===== src/hdl/mfd_pkg.sv =====
// ----------------------------------------------------------------------------
// mfd_pkg
// Shared constants, codes and controller/datapath interface types for the
// monochrome frame buffer draw engine.
// ----------------------------------------------------------------------------
package mfd_pkg;

  localparam int MAX_WIDTH     = 256;
  localparam int MAX_HEIGHT    = 256;
  localparam int ROW_BYTES_MAX = (MAX_WIDTH + 7) / 8;
  localparam int STORE_BYTES   = ROW_BYTES_MAX * MAX_HEIGHT;

  localparam int ADDR_W  = $clog2(STORE_BYTES);
  localparam int COUNT_W = ADDR_W + 1;
  localparam int EFFW_W  = $clog2(MAX_WIDTH + 1);
  localparam int EFFH_W  = $clog2(MAX_HEIGHT + 1);
  localparam int ROWB_W  = $clog2(ROW_BYTES_MAX + 1);

  localparam int ACTION_W = 3;
  localparam int POS_W    = 8;
  localparam int LEN_W    = 9;
  localparam int RSIZE_W  = 8;
  localparam int IDX_W    = 13;
  localparam int DATA_W   = 8;
  localparam int DIM_W    = 9;
  localparam int THICK_W  = 8;
  localparam int COORD_W  = 11;
  localparam int SEG_W    = 3;
  localparam int PROD_W   = COORD_W + ROWB_W;

  localparam int CFG_INDEX_W = 2;
  localparam int CFG_DATA_W  = 9;

  localparam int IN_FIELDS_W = 2 * POS_W + LEN_W + 2 * RSIZE_W + IDX_W;
  localparam int S_TDATA_W   = ((IN_FIELDS_W + 7) / 8) * 8;
  localparam int S_TUSER_W   = ACTION_W;
  localparam int M_TDATA_W   = DATA_W;

  localparam logic [DIM_W-1:0]   RST_FRAME_WIDTH  = DIM_W'(200);
  localparam logic [DIM_W-1:0]   RST_FRAME_HEIGHT = DIM_W'(200);
  localparam logic [THICK_W-1:0] RST_THICKNESS    = THICK_W'(1);
  localparam logic               RST_DRAW_COLOR   = 1'b1;

  localparam logic [DATA_W-1:0] PIXEL_MSB  = 8'h80;
  localparam logic [DATA_W-1:0] FILL_ONES  = 8'hFF;
  localparam logic [DATA_W-1:0] FILL_ZEROS = 8'h00;

  typedef enum logic [ACTION_W-1:0] {
    ACT_PIXEL = 3'd0,
    ACT_HLINE = 3'd1,
    ACT_VLINE = 3'd2,
    ACT_RECT  = 3'd3,
    ACT_FILL  = 3'd4,
    ACT_READ  = 3'd5
  } action_t;

  typedef enum logic [CFG_INDEX_W-1:0] {
    CFG_FRAME_WIDTH    = 2'd0,
    CFG_FRAME_HEIGHT   = 2'd1,
    CFG_LINE_THICKNESS = 2'd2,
    CFG_DRAW_COLOR     = 2'd3
  } cfg_reg_t;

  typedef enum logic [3:0] {
    ST_CLEAR,
    ST_IDLE,
    ST_DECODE,
    ST_SEG,
    ST_SEG_CHECK,
    ST_PIX_CALC,
    ST_PIX_TEST,
    ST_PIX_WRITE,
    ST_FILL,
    ST_READ,
    ST_READ_WAIT,
    ST_RESULT
  } state_t;

  // Input fields packed from the lowest bit up.
  typedef struct packed {
    logic [IDX_W-1:0]   read_index;
    logic [RSIZE_W-1:0] rect_height;
    logic [RSIZE_W-1:0] rect_width;
    logic [LEN_W-1:0]   length;
    logic [POS_W-1:0]   y_pos;
    logic [POS_W-1:0]   x_pos;
  } in_fields_t;

  typedef struct packed {
    logic load;
    logic clear_write;
    logic fill_init;
    logic fill_write;
    logic seg_load;
    logic seg_next;
    logic pix_calc;
    logic mark_clip;
    logic step;
    logic pix_read;
    logic pix_write;
    logic idx_read;
    logic read_capture;
    logic out_load;
  } cmd_t;

  typedef struct packed {
    action_t action;
    logic    clear_last;
    logic    fill_done;
    logic    seg_done;
    logic    seg_empty;
    logic    pix_outside;
    logic    pix_last;
    logic    out_free;
  } status_t;

endpackage


===== src/hdl/mfd_ctrl.sv =====
// ----------------------------------------------------------------------------
// mfd_ctrl
// Command sequencer: clears the store after reset, then walks each command
// through its segments, pixels, fill bytes or read, and hands off the result.
// ----------------------------------------------------------------------------
module mfd_ctrl (
  input  logic             clk,
  input  logic             rst,
  input  logic             s_tvalid,
  output logic             s_tready,
  input  mfd_pkg::status_t status,
  output mfd_pkg::cmd_t    cmd
);
  import mfd_pkg::*;

  state_t state;
  state_t state_next;

  always_ff @(posedge clk) begin
    if (rst) begin
      state <= ST_CLEAR;
    end else begin
      state <= state_next;
    end
  end

  always_comb begin
    state_next = state;
    case (state)
      ST_CLEAR: begin
        if (status.clear_last) state_next = ST_IDLE;
      end
      ST_IDLE: begin
        if (s_tvalid) state_next = ST_DECODE;
      end
      ST_DECODE: begin
        case (status.action)
          ACT_PIXEL, ACT_HLINE, ACT_VLINE, ACT_RECT: state_next = ST_SEG;
          ACT_FILL: state_next = ST_FILL;
          ACT_READ: state_next = ST_READ;
          default:  state_next = ST_RESULT;
        endcase
      end
      ST_SEG: begin
        state_next = status.seg_done ? ST_RESULT : ST_SEG_CHECK;
      end
      ST_SEG_CHECK: begin
        state_next = status.seg_empty ? ST_SEG : ST_PIX_CALC;
      end
      ST_PIX_CALC: begin
        state_next = ST_PIX_TEST;
      end
      ST_PIX_TEST: begin
        if (!status.pix_outside) begin
          state_next = ST_PIX_WRITE;
        end else begin
          state_next = status.pix_last ? ST_SEG : ST_PIX_CALC;
        end
      end
      ST_PIX_WRITE: begin
        state_next = status.pix_last ? ST_SEG : ST_PIX_CALC;
      end
      ST_FILL: begin
        if (status.fill_done) state_next = ST_RESULT;
      end
      ST_READ: begin
        state_next = ST_READ_WAIT;
      end
      ST_READ_WAIT: begin
        state_next = ST_RESULT;
      end
      ST_RESULT: begin
        if (status.out_free) state_next = ST_IDLE;
      end
      default: begin
        state_next = ST_IDLE;
      end
    endcase
  end

  always_comb begin
    cmd      = '0;
    s_tready = 1'b0;
    case (state)
      ST_CLEAR: begin
        cmd.clear_write = 1'b1;
      end
      ST_IDLE: begin
        s_tready = 1'b1;
        cmd.load = s_tvalid;
      end
      ST_DECODE: begin
        cmd.fill_init = (status.action == ACT_FILL);
      end
      ST_SEG: begin
        cmd.seg_load = !status.seg_done;
      end
      ST_SEG_CHECK: begin
        cmd.seg_next = status.seg_empty;
      end
      ST_PIX_CALC: begin
        cmd.pix_calc = 1'b1;
      end
      ST_PIX_TEST: begin
        if (status.pix_outside) begin
          cmd.mark_clip = 1'b1;
          cmd.step      = 1'b1;
          cmd.seg_next  = status.pix_last;
        end else begin
          cmd.pix_read = 1'b1;
        end
      end
      ST_PIX_WRITE: begin
        cmd.pix_write = 1'b1;
        cmd.step      = 1'b1;
        cmd.seg_next  = status.pix_last;
      end
      ST_FILL: begin
        cmd.fill_write = !status.fill_done;
      end
      ST_READ: begin
        cmd.idx_read = 1'b1;
      end
      ST_READ_WAIT: begin
        cmd.read_capture = 1'b1;
      end
      ST_RESULT: begin
        cmd.out_load = status.out_free;
      end
      default: begin
        cmd = '0;
      end
    endcase
  end

endmodule


===== config.mk =====
export PLATFORM = sky130hd
export DESIGN_NAME = mfd_ctrl
export DESIGN_NICKNAME = d
export VERILOG_FILES = /design/src/hdl/mfd_pkg.sv /design/src/hdl/mfd_ctrl.sv
export SDC_FILE = /design/constraint.sdc
export NUM_CORES = 1
export LEC_CHECK = 0
export BUFFER_PORTS_ARGS = -buffer_cell sky130_fd_sc_hd__buf_2
export CORE_AREA = 2 2 39 41
export DETAILED_ROUTE_END_ITERATION = 8
export DIE_AREA = 0 0 41 43
export PLACE_DENSITY = 0.71
export SYNTH_ARGS = -nofsm -noshare
export SYNTH_HDL_FRONTEND = slang
export SYNTH_SLANG_ARGS = --single-unit

===== constraint.sdc =====
create_clock -name clk -period 1.7 [get_ports clk]
set_clock_uncertainty 0.05 [all_clocks]
set_input_delay 0.085 -clock clk [delete_from_list [all_inputs] [get_ports clk]]
set_output_delay 0.085 -clock clk [all_outputs]
set_load 0.01 [all_outputs]

==> Yosys cells after proc, flatten, opt, wreduce, memory -nomap -nowiden <==
Index checks and enable logic that the tools add are counted.
{ "word_totals": {"ff_bits": 4, "inputBits": 13, "out_inout_bits": 15, "word_cells": 55} }
{ "op_classes": {"eq_ne": 20, "n_mux": 28, "n_reduce_logical": 6} }
{ "op_table": {"columns": ["op", "count"], "rows": [
  ["$pmux 4 s12", 1],
  ["$mux 4", 5],
  ["$eq 4x3->1 const B", 4],
  ["$eq 4x4->1 const B", 4],
  ["$mux 1", 15],
  ["$pmux 4 s3", 1],
  ["$mux 3", 3],
  ["$eq 4x2->1 const B", 2],
  ["$ne 2x2->1 const B", 4],
  ["$eq 3x2->1 const B", 2],
  ["$eq 3x3->1 const B", 2],
  ["$eq 4x1->1 const B", 1],
  ["$logic_not 4->1", 1],
  ["$reduce_and 4->1", 1],
  ["$reduce_or 4->1", 1],
  ["$eq 3x1->1 const B", 1],
  ["$logic_not 3->1", 1],
  ["$pmux 1 s3", 1],
  ["$logic_not 1->1", 2],
  ["$mux 2", 1],
  ["$pmux 1 s2", 1]
]} }

==> Depth between registers and ports, before layout <==
Gate-level depths: netlist (run 1).
{ "depth": {"ltp_word": 4, "ltp_mapped": 6, "depth_no_buf": 4} }

==> Worst setup path after synthesis (run 1) <==
Ideal clock, no wire load.
{ "synth_timing": {"path_type": "register to output", "from": "register state[0]", "to": "output port cmd[5] (netlist bit)", "t_arrival_ps": 1141, "required_ps": 1565, "path_slack_ps": 424, "stages_incl_launch_ff": 5, "n_path_buf": 1, "path_cell_list": "dfxtp_1 -> buf_2 -> nand2b_1 -> nor3_1 -> or2_1"} }
{ "synth_rtl": {"columns": ["item", "line", "source"], "rows": [
  ["from (decl)", "mfd_ctrl.sv:16", "state_t state;"],
  ["from (signal assigned)", "mfd_ctrl.sv:23", "state <= state_next;"],
  ["to (decl)", "mfd_ctrl.sv:12", "output mfd_pkg::cmd_t cmd"]
]} }

==> impl_metrics.tcl, run 1 <==
set metrics [dict create \
    fp.dieH_um 43 \
    htreeDepth 1 \
    status "finished, final reports clean" \
    synth_common_cells "nor2_1, nor3_1, nand2b_1, o21ai_0" \
    holdWs_ns 0.113 \
    ys_seq_elements 4 \
    final-max-slew-violation-count 0 \
    hold_class "in2reg" \
    yosys_warnings 0 \
    clk_pin_slew_worst_paths_ns 0.04 \
    clock_sinks 4 \
    grt_max_degree 16 \
    viasPerCell 5.12 \
    synth_most_common_cell "nor2_1" \
    setup_viol 0 \
    synth_area_leaders "dfxtp_1, nor2_1, nand2b_1" \
    required_ns 1.56 \
    cp-end-kind "output port" \
    largest_register "state" \
    yosysTopAreaCell "dfxtp_1" \
    reg_top3 "state x4" \
    ant_nets 0 \
    core_um2 1380 \
    drt_iter0_drc 16 \
    r2r_start "state[0]" \
    synth-main-ff-cell "dfxtp_1" \
    clkLatencyLatePin_ns 0.23 \
    gp_congestion 0.790 \
    max_cap_violations 0 \
    cts_tree "yes" \
    netlist_area_um2 513 \
    clock_path_buffers 2 \
    period_share 0.935 \
    min_from "status[0]" \
    n_fill_cell 140 \
    worstPathCellList "nand2b_1 > nor2_1 > or2_1 > buf_2" \
    vias 620 \
    whs_endpoint "state[1]" \
    wl_mm 1.33 \
    stdcell_area_um2 689 \
    dieArea_um2 1760 \
    fin_crit_ns 1.59 \
    critPathKind "reg2out" \
    cts-root-buf "clkbuf_4" \
    dpl.hpwl_mm 1.08 \
    avgSynthCellArea_um2 6.66 \
    synth_edf_count 0 \
    cts_made_buffers 3 \
    synth.top_cell.area_share 0.156 \
    startpoint_type "register" \
    critPathMaxFanout 10 \
    initial_core_util 0.371 \
    cellPowerDensity_nw_per_um2 445 \
    cpPeakStageDelay_ns 0.51 \
    first_pass_iters 4 \
    layout-drive-gt1-share 0.390 \
    area_delta_synth_final_pct 34.4 \
    async_flop_share 0 \
    worstReg2RegEnd "state[1]" \
    slowest_stage "dfxtp_1" \
    ir_drop_mv 0.320 \
    fin_setup_tns_ns 0 \
    fmax_ghz 0.629 \
    die_width_um 41 \
    reg2reg_depth 4 \
    critPathBufInv 1 \
    holdPathStages 4 \
    tightest_slew_ns 0.365 \
    io-pin-count 28 \
    rsz0062_at_grt "no" \
    p_leak_nw 0.319 \
    yosysSeqAreaShare 0.156 \
    timing.slew.headroom 0.756 \
    path_delay_family "simple AND/OR/NAND/NOR gates" \
    arrival_ns 1.45 \
    first_global_vias 515 \
    fin_ws_ns 0.110 \
    drcViolationCount 0 \
    syn_nets 90 \
    wl_per_cell_um 11.0 \
    fin_nets 120 \
    r2r_slack_ns 0.28 \
    dp_slack_ns 0.189 \
    grt.overflow.total 0 \
    hold_violations 0 \
    dpl_cell_area_um2 654 \
    largest_register_ffs 4 \
    grt_usage 0.173 \
    antennaDiodeCount 0 \
    grt_pass1_wl_mm 2.06 \
    port_buffers 27 \
    antenna_found_initial 0 \
    cp.depth 4 \
    synthCells 77 \
    synth_cell_types 31 \
    rows 14 \
]
-- worst reg2reg max path: stages (launching register included) --
cell     delay, ns
dfxtp_1       0.49
o21ai_0       0.13
or3_1         0.32
a31oi_1       0.23
o21ai_1       0.09
-- how the worst max path moves through the flow --
stage,from,end,slack (ns)
floorplan,state[0],cmd[5],0.42
global route,state[3],cmd[5],0.05
global placement,state[1],state[1],0.22
finish,state[3],cmd[5],0.11
detailed placement,state[2],state[3],0.19
CTS,state[2],cmd[5],0.05
-- report_power, final --
group / switching (mW) / leakage [nW] / internal, mW
clock network: 0.0367 / 0.0138 / 0.0788
logic: 0.0435 / 0.272 / 0.0427
registers: 0.00773 / 0.0336 / 0.0975
total: 0.0879 / 0.319 / 0.219
-- layout by cell type (no fill, tap or decap) --
| cell type | count |
|---|---|
| a32oi_1 | 1 |
| a31oi_1 | 1 |
| or3_1 | 1 |
| nor2b_1 | 2 |
| dlygate4sd3_1 | 1 |
| o21ai_2 | 1 |
| and2_1 | 1 |
| a21oi_1 | 1 |
| a21boi_1 | 1 |
| dfxtp_2 | 2 |
| mux2_2 | 1 |
| nor3_1 | 7 |
| o41ai_2 | 1 |
| nand2_1 | 5 |
| buf_2 | 27 |
| clkbuf_4 | 3 |
| a21oi_2 | 1 |
| mux2i_1 | 1 |
| inv_1 | 1 |
| or2b_1 | 1 |
| nor4_1 | 1 |
| dfxtp_1 | 2 |
| nand3_2 | 1 |
| nand2b_1 | 6 |
| o2111a_1 | 1 |
| o21ai_0 | 6 |
| o32ai_1 | 1 |
| o21ai_1 | 2 |
| o211ai_1 | 2 |
| and2_4 | 1 |
| nor2_1 | 15 |
| or2_1 | 2 |
| buf_4 | 3 |
| a211o_1 | 2 |
-- cell families after synthesis --
logic type,synth area share
flops,0.156
simple gates,0.424
mux,0.0415
compound gates,0.300
buf+inv,0.0780
-- cell type report --
cell class,count,area (µm²),area share
Tap cell,16,20.0,0.0290
Multi-Input combinational cell,66,393,0.570
Sequential cell,4,82.6,0.120
Inverter,1,3.75,0.00544
Timing Repair Buffer,31,168,0.243
Clock buffer,3,22.5,0.0327
-- timing repair --
item / in CTS / in global routing
endpoints found under the setup margin: 0 / 2
resized for setup: 0 / 2
hold buffers: 1 / 0
buffers inserted: 0 / 0
hold endpoints to repair: 1 / 0
-- through the flow --
step                instances  power (mW)  utilization
floorplan                  77       0.158            -
global placement          117       0.191        0.473
detailed placement        117       0.191        0.473
CTS                       121       0.316        0.496
global route              121       0.336        0.498
finish                    121       0.307        0.498
-- routing by layer --
layer | wire length [µm] | vias up | global-route usage | share of wire
met5 | 0 | - | 0 | 0
met4 | 12 | 0 | 0.100 | 0.0090
met3 | 38 | 2 | 0.0471 | 0.029
met2 | 701 | 9 | 0.250 | 0.53
met1 | 576 | 279 | 0.219 | 0.43
li1 | - | 330 | - | -
(Power assumes the default switching activity.)
==> run 2, diff against run 1 <==
--- a/config.mk
+++ b/config.mk
@@ -8,2 +8,3 @@
 export BUFFER_PORTS_ARGS = -buffer_cell sky130_fd_sc_hd__buf_2
+export CAP_MARGIN = 0
 export CORE_AREA = 2 2 39 41
@@ -11,2 +12,3 @@
 export DIE_AREA = 0 0 41 43
+export MAX_ROUTING_LAYER = met4
 export PLACE_DENSITY = 0.71
==> constraint.sdc (replaced) <==
create_clock -name clk -period 1.7 [get_ports clk]
set_clock_uncertainty 0.05 [all_clocks]
set_input_delay 0.34 -clock clk [delete_from_list [all_inputs] [get_ports clk]]
set_output_delay 0.34 -clock clk [all_outputs]
set_load 0.01 [all_outputs]
==> run 2 against run 1 <==
The flow now finishes with violations (negative setup slack). First-iteration DRC count is 6.3% lower. Flip-flop and latch count did not move. Combinational power rose by 15%. Fmax fell by 6.8%. Via count grew 7.9%. Critical endpoint is now cmd[13]. Largest cell class unchanged. Largest power group unchanged.
==> impl_metrics.tcl, run 2 (same netlist as run 1, synthesis figures left out) <==
set metrics [dict create \
    io-pin-count 28 \
    clkLatencyLatePin_ns 0.24 \
    clk_pin_slew_worst_paths_ns 0.04 \
    timing.slew.headroom 0.762 \
    grt_usage 0.201 \
    reg_top3 "state x4" \
    cp-end-kind "output port" \
    max_cap_violations 0 \
    startpoint_type "register" \
    dp_cells 120 \
    critPathMaxFanout 9 \
    fmax_ghz 0.586 \
    worstPathCellList "or2_4 > nor2_1 > and2_1 > buf_2" \
    final_cell_mix "buf_2, nor2_1, buf_4" \
    rows 14 \
    grt_max_degree 12 \
    gr-usage-met2 0.353 \
    worstSetupEndpoint "cmd[13]" \
    swShare 0.319 \
    port_buffers 27 \
    final-max-slew-violation-count 0 \
    p_leak_nw 0.353 \
    instances_no_fill 126 \
    htreeDepth 1 \
    dp_slack_ns 0.0673 \
    startpoint "state[2]" \
    hold_class "in2reg" \
    core_um2 1380 \
    cts_tree "yes" \
    first_pass_iters 4 \
    largest_register "state" \
    grt_pass1_wl_mm 2.31 \
    arrival_ns 1.32 \
    top_usage_layer "met2" \
    drcViolationCount 0 \
    fin_ws_ns -0.00547 \
    critPathKind "reg2out" \
    post-route-util 0.557 \
    met3_usage 0.0314 \
    wl_per_cell_um 13.2 \
    fin_nets 125 \
    hold_violations 0 \
    rsz0062_at_grt "yes" \
    worstReg2RegEnd "state[2]" \
    area_delta_synth_final_pct 50.2 \
    fp.dieH_um 43 \
    antenna_found_initial 0 \
    fin_crit_ns 1.71 \
    initial_core_util 0.371 \
    r2r_start "state[1]" \
    dpl.hpwl_mm 1.18 \
    ant_nets 0 \
    layout-drive-gt1-share 0.482 \
    gp_congestion 0.800 \
    final_common_cell "buf_2" \
    drt_iter0_drc 15 \
    reg2reg_depth 4 \
    met1_usage 0.215 \
    dpl_cell_area_um2 677 \
    cpPeakStageDelay_ns 0.37 \
    clock_path_buffers 2 \
    n_fill_cell 139 \
    fin_setup_tns_ns -0.00547 \
    required_ns 1.31 \
    largest_register_ffs 4 \
    dieArea_um2 1760 \
    power.internal_mw 0.221 \
    antennaDiodeCount 0 \
    clkPwrFrac 0.384 \
    die_width_um 41 \
    cellPowerDensity_nw_per_um2 421 \
    stdcell_area_um2 771 \
    period_share 1.00 \
    grt.overflow.total 0 \
    clock_sinks 4 \
    viasPerCell 5.31 \
    ir_drop_mv 0.385 \
    holdBufCountCts 0 \
    vias 669 \
    status "complete, but fails checks" \
    pwr-share-comb 0.305 \
    totalPowerFinal_mw 0.325 \
    seqPwrFrac 0.311 \
    cts-root-buf "clkbuf_4" \
    cts_made_buffers 3 \
    switching_power_mw 0.104 \
    slowest_stage "dfxtp_4" \
    holdWs_ns 0.252 \
    wl_mm 1.66 \
    setup_viol 1 \
    r2r_slack_ns 0.27 \
    tightest_slew_ns 0.356 \
    first_global_vias 567 \
    violations "negative setup slack" \
]
==> run 2: cell count changes in the layout (fill, tap and decap cells not counted) <==
cell / change
nor4_1: -1
nor3_1: -1
buf_4: +6
nor3_4: +1
or2_1: -1
dfxtp_2: -1
dlygate4sd3_1: -1
dfxtp_1: -2
dfxtp_4: +3
nand2b_4: +1
nor4_4: +1
nand2b_1: -1
or2_4: +1
==> run 2: worst min-delay path by stage <==
stage	start	end	slack, ns	cells after the start
finish	rst	state[2]	0.25	2
global route	rst	state[2]	0.26	2
CTS	rst	state[2]	0.25	2
detailed placement	rst	state[2]	0.51	2
global placement	rst	state[2]	0.51	2
floorplan	rst	state[2]	0.37	1
==> run 2: critical path: cells and delay by family (launching register included) <==
family        cells  cell delay (ns)
flops             1             0.37
buf+inv           1             0.13
simple gates      3             0.57
==> run 2: per-layer routing <==
layer  vias to the layer above  share of wire
li1                        344              -
met1                       307           0.39
met2                        16           0.56
met3                         2          0.032
met4                         0          0.013
met5                         -              0
==> run 2: layout make-up <==
cell class | count | area (µm²) | area share
multi-input combinational | 66 | 429 | 0.557
timing repair buffer | 36 | 203 | 0.263
sequential | 4 | 92.6 | 0.120
clock buffer | 3 | 22.5 | 0.0292
tap | 16 | 20.0 | 0.0260
inverter | 1 | 3.75 | 0.00487
==> run 2: power by group through the flow <==
| stage | Combinational [mW] | Clock [mW] | Sequential, mW |
|---|---|---|---|
| final | 0.0991 | 0.125 | 0.101 |
| after global routing | 0.107 | 0.135 | 0.101 |
| after CTS | 0.0935 | 0.129 | 0.103 |
| after detailed placement | 0.0897 | 0 | 0.105 |
| after global placement | 0.0893 | 0 | 0.105 |
| after floorplan | 0.0587 | 0 | 0.0993 |
==> run 2: timing repair <==
action	4_1_cts	5_1_grt
buffers inserted	0	3
resized for setup	9	4
setup endpoints to repair	7	6
pin swaps	0	1
==> run 3, diff against run 2 <==
Settings changed: CAP_MARGIN 0 to 20.
Clock period 1.7 ns to 2 ns, I/O delays scaled along.
==> run 3 against run 2 <==
The flow now finishes without violations. Final area is 11% lower. Clock power is 23% lower. Hold slack better by 0.076 ns. Via count is 4.5% lower. Critical path depth stayed put. Sequential power is 9% lower. Wire length is 17% lower. Non-clock buffer count is 5 lower. Largest cell class unchanged. Largest power group unchanged.
==> impl_metrics.tcl, run 3 (same netlist as run 1, synthesis figures left out) <==
set metrics [dict create \
    status "finished, final reports clean" \
    grt_pass1_wl_mm 2.17 \
    largest_register_ffs 4 \
    holdBufCountCts 0 \
    arrival_ns 1.44 \
    tightest_slew_ns 0.342 \
    timing.slew.headroom 0.772 \
    final_cell_mix "buf_2, nor2_1, nor3_1" \
    path_delay_family "simple AND/OR/NAND/NOR gates" \
    dpl.hpwl_mm 1.09 \
    die_width_um 41 \
    clkPwrFrac 0.373 \
    fin_setup_tns_ns 0 \
    final_common_cell "buf_2" \
    cts-root-buf "clkbuf_4" \
    area_delta_synth_final_pct 33.7 \
    cpPeakStageDelay_ns 0.51 \
    drcViolationCount 0 \
    critPathBufInv 1 \
    viasPerCell 5.28 \
    initial_core_util 0.371 \
    slowest_stage "dfxtp_1" \
    critPathMaxFanout 12 \
    first_global_vias 544 \
    final-max-slew-violation-count 0 \
    fmax_ghz 0.528 \
    hold_class "in2reg" \
    hold_violations 0 \
    cp-end-kind "output port" \
    worstPathCellList "nand2b_1 > nor2_1 > or2_1 > buf_2" \
    pwr-share-comb 0.273 \
    antenna_found_initial 0 \
    core_um2 1380 \
    p_leak_nw 0.320 \
    post-route-util 0.495 \
    period_share 0.947 \
    port_buffers 27 \
    switching_power_mw 0.0734 \
    required_ns 1.55 \
    wl_mm 1.38 \
    startpoint_type "register" \
    seqPwrFrac 0.354 \
    fin_nets 120 \
    cts_tree "yes" \
    n_fill_cell 146 \
    gp_congestion 0.810 \
    grt_usage 0.185 \
    stdcell_area_um2 686 \
    layout-drive-gt1-share 0.390 \
    grt.overflow.total 0 \
    totalPowerFinal_mw 0.259 \
    dpl_cell_area_um2 662 \
    wl_per_cell_um 11.4 \
    max_cap_violations 0 \
    setup_viol 0 \
    cts_made_buffers 3 \
    htreeDepth 1 \
    antennaDiodeCount 0 \
    vias 639 \
    critPathKind "reg2out" \
    fin_ws_ns 0.106 \
    first_pass_iters 4 \
    clock_path_buffers 2 \
    io-pin-count 28 \
    fin_crit_ns 1.89 \
    clk_pin_slew_worst_paths_ns 0.04 \
    fp.dieH_um 43 \
    rows 14 \
    reg_top3 "state x4" \
    rsz0062_at_grt "no" \
    dp_slack_ns 0.326 \
    clock_sinks 4 \
    drt_iter0_drc 13 \
    power.internal_mw 0.185 \
    grt_max_degree 15 \
    clkLatencyLatePin_ns 0.23 \
    dieArea_um2 1760 \
    largest_register "state" \
    ir_drop_mv 0.213 \
    cellPowerDensity_nw_per_um2 377 \
    ant_nets 0 \
    swShare 0.284 \
]
## run 3: metrics by stage
| step | hold WS, ns | std cells |
|---|---|---|
| 2_1_floorplan | 0.427 | 77 |
| 3_3_place_gp | 0.569 | 118 |
| 3_5_place_dp | 0.567 | 118 |
| 4_1_cts | 0.320 | 121 |
| 5_1_grt | 0.337 | 121 |
| 6_report | 0.328 | 121 |
## run 3: worst paths after layout
| check | cells after the start | slack (ns) | to | start |
|---|---|---|---|---|
| min | 2 | 0.33 | state[2] | rst |
| max reg2reg | 5 | 0.43 | state[1] | state[1] |
| max | 4 | 0.11 | cmd[5] | state[3] |
| min reg2reg | 1 | 0.63 | state[3] | state[2] |
## run 3: final cells by class
| cell class | count | area (µm²) | area share |
|---|---|---|---|
| inverters | 1 | 3.75 | 0.00547 |
| clock buffers | 3 | 22.5 | 0.0328 |
| multi-input cells | 66 | 393 | 0.573 |
| flip-flops and latches | 4 | 81.3 | 0.119 |
| repair buffers | 31 | 165 | 0.241 |
| well taps | 16 | 20.0 | 0.0292 |
## run 3: power groups by stage
stage / registers, mW / logic, mW / clock network, mW
floorplan: 0.0844 / 0.0499 / 0
global placement: 0.0913 / 0.0695 / 0
detailed placement: 0.0924 / 0.0704 / 0
CTS: 0.0911 / 0.0707 / 0.103
global route: 0.0926 / 0.0782 / 0.107
finish: 0.0917 / 0.0705 / 0.0965
## run 3: timing repair
| item | in CTS | in global routing |
|---|---|---|
| buffers inserted | 0 | 0 |
| endpoints found under the setup margin | 0 | 1 |
| hold endpoints to repair | 0 | 0 |
| resized for setup | 0 | 1 |
## run 3: worst register-to-register path, stage by stage (launching register included)
cell	delay [ns]
dfxtp_1	0.51
buf_4	0.22
o21ai_0	0.08
or3_1	0.31
a31oi_1	0.20
o21ai_1	0.08
## run 3: metal layers
layer | GRT usage | vias up | part of all wire
met5 | - | - | 0
met4 | 0.100 | 0 | 0
met3 | 0.0314 | 0 | 0.034
met2 | 0.291 | 12 | 0.55
met1 | 0.212 | 294 | 0.42
li1 | - | 333 | -
